[src/pcpa_pkg.sv]
// pcpa_pkg: shared types and constants of the per-cpu page allocator
// request/response payload structs, adder request, sequencer states, codes
// no dependencies
package pcpa_pkg;

   localparam int ADDR_W    = 32;
   localparam int REQ_CPU_W = 3;
   localparam int CSR_IDX_W = 4;
   localparam int SUM_W     = ADDR_W + 1;

   localparam logic CMD_FREE  = 1'b0;
   localparam logic CMD_ALLOC = 1'b1;

   localparam logic [1:0] STATUS_OK       = 2'd0;
   localparam logic [1:0] STATUS_EMPTY    = 2'd1;
   localparam logic [1:0] STATUS_BAD_ADDR = 2'd2;

   localparam logic [CSR_IDX_W-1:0] REG_REGION_START = 4'd0;
   localparam logic [CSR_IDX_W-1:0] REG_REGION_STOP  = 4'd1;

   localparam logic [ADDR_W-1:0] REGION_START_RESET = 32'd0;
   localparam logic [ADDR_W-1:0] REGION_STOP_RESET  = 32'd2281701376;

   typedef struct packed {
      logic                 cmd;
      logic [REQ_CPU_W-1:0] cpu_index;
      logic [ADDR_W-1:0]    page_addr_in;
   } req_type;

   typedef struct packed {
      logic [ADDR_W-1:0] page_addr_out;
      logic [1:0]        status;
   } rsp_type;

   typedef struct packed {
      logic [SUM_W-1:0] op_a;
      logic [SUM_W-1:0] op_b;
      logic             sub;
   } alu_req_type;

   typedef enum logic [2:0] {
      ST_IDLE,
      ST_BASE,
      ST_FREE,
      ST_SCAN,
      ST_SPUSH,
      ST_POP,
      ST_POP_WB
   } fsm_state_type;

endpackage

[src/pcpa_alu.sv]
// pcpa_alu: shared 33-bit add/subtract unit of the allocator sequencer
// used for page base rounding, free offset and allocated address
// depends on pcpa_pkg
module pcpa_alu
   import pcpa_pkg::*;
(
   input  alu_req_type      alu_req,
   output logic [SUM_W-1:0] alu_sum
);

   always_comb begin
      if (alu_req.sub) begin
         alu_sum = alu_req.op_a - alu_req.op_b;
      end else begin
         alu_sum = alu_req.op_a + alu_req.op_b;
      end
   end

endmodule

[config.mk]
export PLATFORM = sky130hd
export DESIGN_NAME = pcpa_alu
export DESIGN_NICKNAME = d
export VERILOG_FILES = /design/src/pcpa_pkg.sv /design/src/pcpa_alu.sv
export SDC_FILE = /design/constraint.sdc
export NUM_CORES = 1
export LEC_CHECK = 0
export ABC_AREA = 1
export BUFFER_PORTS_ARGS = -buffer_cell sky130_fd_sc_hd__buf_2
export CORE_UTILIZATION = 55
export DETAILED_ROUTE_END_ITERATION = 8
export PLACE_DENSITY = 0.85
export SLEW_MARGIN = 20
export SYNTH_ARGS = -nofsm -noshare
export SYNTH_HDL_FRONTEND = slang
export SYNTH_SLANG_ARGS = --single-unit
[constraint.sdc]
create_clock -name vclk -period 4.8
set_input_delay 1.2 -clock vclk [all_inputs]
set_output_delay 1.2 -clock vclk [all_outputs]
set_load 0.1 [all_outputs]
==> results of run 1 <==
==> timing repair <==
action | in CTS
endpoints found under the hold margin | 0
setup endpoints to repair | 23
setup buffers | 8
hold buffers | 0
resized for setup | 65
pin swaps | 23
==> cell families after synthesis <==
kind of cell	Yosys count	synth area share
buffers and inverters	144	0.165
adders and majority gates	34	0.132
and+or+nand+nor	388	0.488
AOI/OAI and AO/OA	61	0.103
xor gates and xnor gates	42	0.112
==> stage by stage <==
step                worst slack, ns  hold slack (ns)  setup TNS, ns  std cells   util
CTS                        -0.00509             2.96       -0.00509        884  0.920
detailed placement           -0.250             2.96          -2.42        876  0.849
global placement            -0.0992             2.94         -0.445        876  0.849
floorplan                    -0.473             2.86          -1.33        669      -
==> synthesized netlist by cell type <==
library cell,count
a21o_1,1
a21oi_1,30
a21oi_2,2
buf_2,2
clkbuf_1,1
fa_1,1
ha_1,33
inv_1,138
inv_2,3
nand2_1,244
nand2_2,9
nand3_1,38
nand3_2,1
nand3b_1,2
nand4_1,1
nor2_1,71
nor2_2,10
nor2_4,2
nor3_1,6
nor3_2,2
nor4_1,1
o21a_1,1
o21ai_0,14
o21ai_1,6
o21ai_2,1
o21bai_1,4
o21bai_2,1
o31ai_1,1
or2_1,1
xnor2_1,6
xor2_1,36
==> impl_metrics.env, run 1 <==
export IMPL_port_buffers=100
export IMPL_synth_seq_area_share=0
export IMPL_synthTopCellsByArea="nand2_1, inv_1, ha_1"
export IMPL_synth_distinct_cells=31
export IMPL_std_cell_rows=27
export IMPL_place_area_sq_um=4790
export IMPL_stop_stage="global routing"
export IMPL_grt_worst_endpoint="alu_sum[32]"
export IMPL_fp_dieW_um=79.4
export IMPL_syn_area_sq_um=3290
export IMPL_ys_warn_count=0
export IMPL_place_gp_congestion=0.989
export IMPL_hpwl_um=9870
export IMPL_ios=100
export IMPL_worstEndpointType="output port"
export IMPL_stop_error="[ERROR DPL-0038] Utilization greater than 100%, impossible to legalize"
export IMPL_synth_top_area_frac=0.278
export IMPL_status="did not finish"
export IMPL_start_util=0.583
export IMPL_grt_max_degree=17
export IMPL_syn_area_per_cell_sq_um=4.92
export IMPL_synth_fp_nets=770
export IMPL_synth_top_cell_by_area="nand2_1"
export IMPL_die_h_um=79.4
export IMPL_synth_cells=669
==> run 2, diff against run 1 <==
--- a/config.mk
+++ b/config.mk
@@ -7,9 +7,9 @@
 export LEC_CHECK = 0
 export ABC_AREA = 1
 export BUFFER_PORTS_ARGS = -buffer_cell sky130_fd_sc_hd__buf_2
-export CORE_UTILIZATION = 55
+export CORE_UTILIZATION = 40
 export DETAILED_ROUTE_END_ITERATION = 8
-export PLACE_DENSITY = 0.85
+export PLACE_DENSITY_LB_ADDON = 0.15
 export SLEW_MARGIN = 20
 export SYNTH_ARGS = -nofsm -noshare
 export SYNTH_HDL_FRONTEND = slang
==> run 2 against run 1 <==
  * The flow now finishes, with violations (setup timing)
  * Synthesized area did not move
  * Synthesized cell count did not move
==> impl_metrics.env, run 2 <==
export IMPL_ctsHoldBuffers=0
export IMPL_synthTopCellsByCount="nand2_1, inv_1, nor2_1"
export IMPL_syn_to_final_growth_pct=82.4
export IMPL_port_buffers=100
export IMPL_synth_fp_nets=770
export IMPL_coreArea_sq_um=7850
export IMPL_finalSetupViolCount=13
export IMPL_ir_worst_vdd_mv=0.207
export IMPL_grt_pass1_wl_um=18800
export IMPL_synth_top_area_frac=0.278
export IMPL_max_freq_mhz=204
export IMPL_powerDensity_nw_per_um2=306
export IMPL_num_fill_cells=609
export IMPL_hpwl_um=9850
export IMPL_finalHoldViolations=0
export IMPL_place_gp_congestion=0.856
export IMPL_mostFrequentLayoutCell="nand2_1"
export IMPL_drt_first_iter_violations=228
export IMPL_detail_route_antenna_nets=0
export IMPL_syn_area_per_cell_sq_um=4.92
export IMPL_start_kind="input pin"
export IMPL_fin_hold_ws_ns=2.95
export IMPL_first_pass_iters=5
export IMPL_nClkBuffers=0
export IMPL_cap_violations=0
export IMPL_final_max_slew_viol_count=0
export IMPL_crit_end="alu_sum[14]"
export IMPL_std_cell_rows=32
export IMPL_synth_top_cell_by_area="nand2_1"
export IMPL_syn_area_sq_um=3290
export IMPL_required_ns=3.60
export IMPL_holdPathStages=5
export IMPL_min_period_over_period=1.02
export IMPL_crit_start="alu_req[13]"
export IMPL_synth_cells=669
export IMPL_end_kind="primary output"
export IMPL_vias=4617
export IMPL_seq_area_sq_um=0
export IMPL_wl_um=12300
export IMPL_yosysMostFrequentCell="nand2_1"
export IMPL_synth_seq_area_share=0
export IMPL_rsz0062_at_grt="true"
export IMPL_ios=100
export IMPL_p_leak_nw=3.21
export IMPL_crit_type="input pin to primary output"
export IMPL_dpl_cell_count=937
export IMPL_violations="setup timing"
export IMPL_die_area_sq_um=8600
export IMPL_cp_arrival_ns=3.71
export IMPL_wl_per_cell_um=12.9
export IMPL_synth_distinct_cells=31
export IMPL_min_path_type="input pin to primary output"
export IMPL_grt_pass1_vias=4377
export IMPL_final_layout_size_suffix_gt1_frac=0.450
export IMPL_grt_total_usage=0.266
export IMPL_n_antenna_cell=0
export IMPL_grt_max_degree=22
export IMPL_fp_dieW_um=92.7
export IMPL_fin_crit_ns=4.91
export IMPL_die_h_um=92.7
export IMPL_ys_warn_count=0
export IMPL_synthTopCellsByArea="nand2_1, inv_1, ha_1"
export IMPL_slew_limit_headroom=0.679
export IMPL_start_util=0.419
export IMPL_viasPerCell=4.84
export IMPL_status="finished with violations"
export IMPL_stdcell_count=953
export IMPL_final_nets=954
export IMPL_drc=0
export IMPL_setup_slack_ns=-0.107
export IMPL_mostFrequentLayoutCells="nand2_1, inv_1, buf_4"
export IMPL_worstPathMaxFanout=4
export IMPL_antenna_found_initial=0
export IMPL_design_seq_count=0
export IMPL_worst_slew_pin_slew_ns=0.485
export IMPL_overflow=0
==> run 2: cell counts after synthesis <==
No cell type changed its count.
==> run 2: area by class of cell <==
| cell class | instances | area [sq um] | share of cell area |
|---|---|---|---|
| Tap cell | 102 | 128 | 0.0213 |
| Inverter | 141 | 547 | 0.0911 |
| Multi-Input combinational cell | 525 | 3680 | 0.613 |
| Timing Repair Buffer | 185 | 1650 | 0.274 |
==> run 2: per-layer routing <==
| metal | share of wire | routed length [um] | GRT usage | vias up |
|---|---|---|---|---|
| li1 | - | - | - | 2384 |
| met1 | 0.45 | 5580 | 0.355 | 2080 |
| met2 | 0.50 | 6110 | 0.485 | 139 |
| met3 | 0.039 | 474 | 0.00985 | 14 |
| met4 | 0.011 | 131 | 0.0308 | 0 |
| met5 | 0 | 0 | 0 | - |
==> run 2: logic make-up after synthesis <==
family	count (synthesis)	synth area share
fa+ha+maj	34	0.132
simple gates	388	0.488
buf+inv	144	0.165
xor+xnor	42	0.112
compound gates	61	0.103
==> run 2: critical path, stage by stage <==
cell and delay [ns]:
buf_2 0.13, nor2_2 0.16, nand2_2 0.09, nor2_4 0.14, inv_2 0.06, nor2_4 0.12, nor2_2 0.06, xor2_1 0.24
ha_1 0.34, nand2_4 0.13, inv_2 0.04, a21oi_2 0.14, inv_1 0.08, a21oi_2 0.12, nand2_2 0.14, buf_6 0.16
xor2_4 0.17, buf_12 0.19
==> run 2: where the power goes <==
part,internal (mW),switching [mW]
clock,0,0
sequential,0,0
combinational,0.676,1.16
total,0.676,1.16
==> run 2: repair_timing <==
action | CTS | global route
setup endpoints to repair | 23 | 26
setup buffers | 6 | 10
gates resized for setup | 69 | 130
gates cloned | 0 | 0
pin swaps | 32 | 50
==> run 2: worst min path at each step <==
stage,from,endpoint,slack [ns]
after floorplan,alu_req[1],alu_sum[0],2.86
after global placement,alu_req[34],alu_sum[0],2.95
after detailed placement,alu_req[34],alu_sum[0],2.96
after CTS,alu_req[34],alu_sum[0],2.96
after global routing,alu_req[34],alu_sum[0],2.98
final,alu_req[34],alu_sum[0],2.95
==> run 2: stage by stage <==
| stage | setup WS (ns) | power, mW | instance area [sq um] | utilization | TNS, ns |
|---|---|---|---|---|---|
| 5_1_grt | -0.222 | 1.93 | 6000 | 0.765 | -2.88 |
| 6_report | -0.107 | 1.84 | 6000 | 0.765 | -0.433 |
| 3_3_place_gp | -0.154 | 1.64 | 5060 | 0.645 | -1.03 |
| 4_1_cts | -0.0116 | 1.71 | 5340 | 0.681 | -0.0180 |
| 2_1_floorplan | -0.473 | 1.06 | 3480 | - | -1.33 |
| 3_5_place_dp | -0.183 | 1.65 | 5060 | 0.645 | -1.92 |
Note: power is estimated with default switching activity, not from simulation.
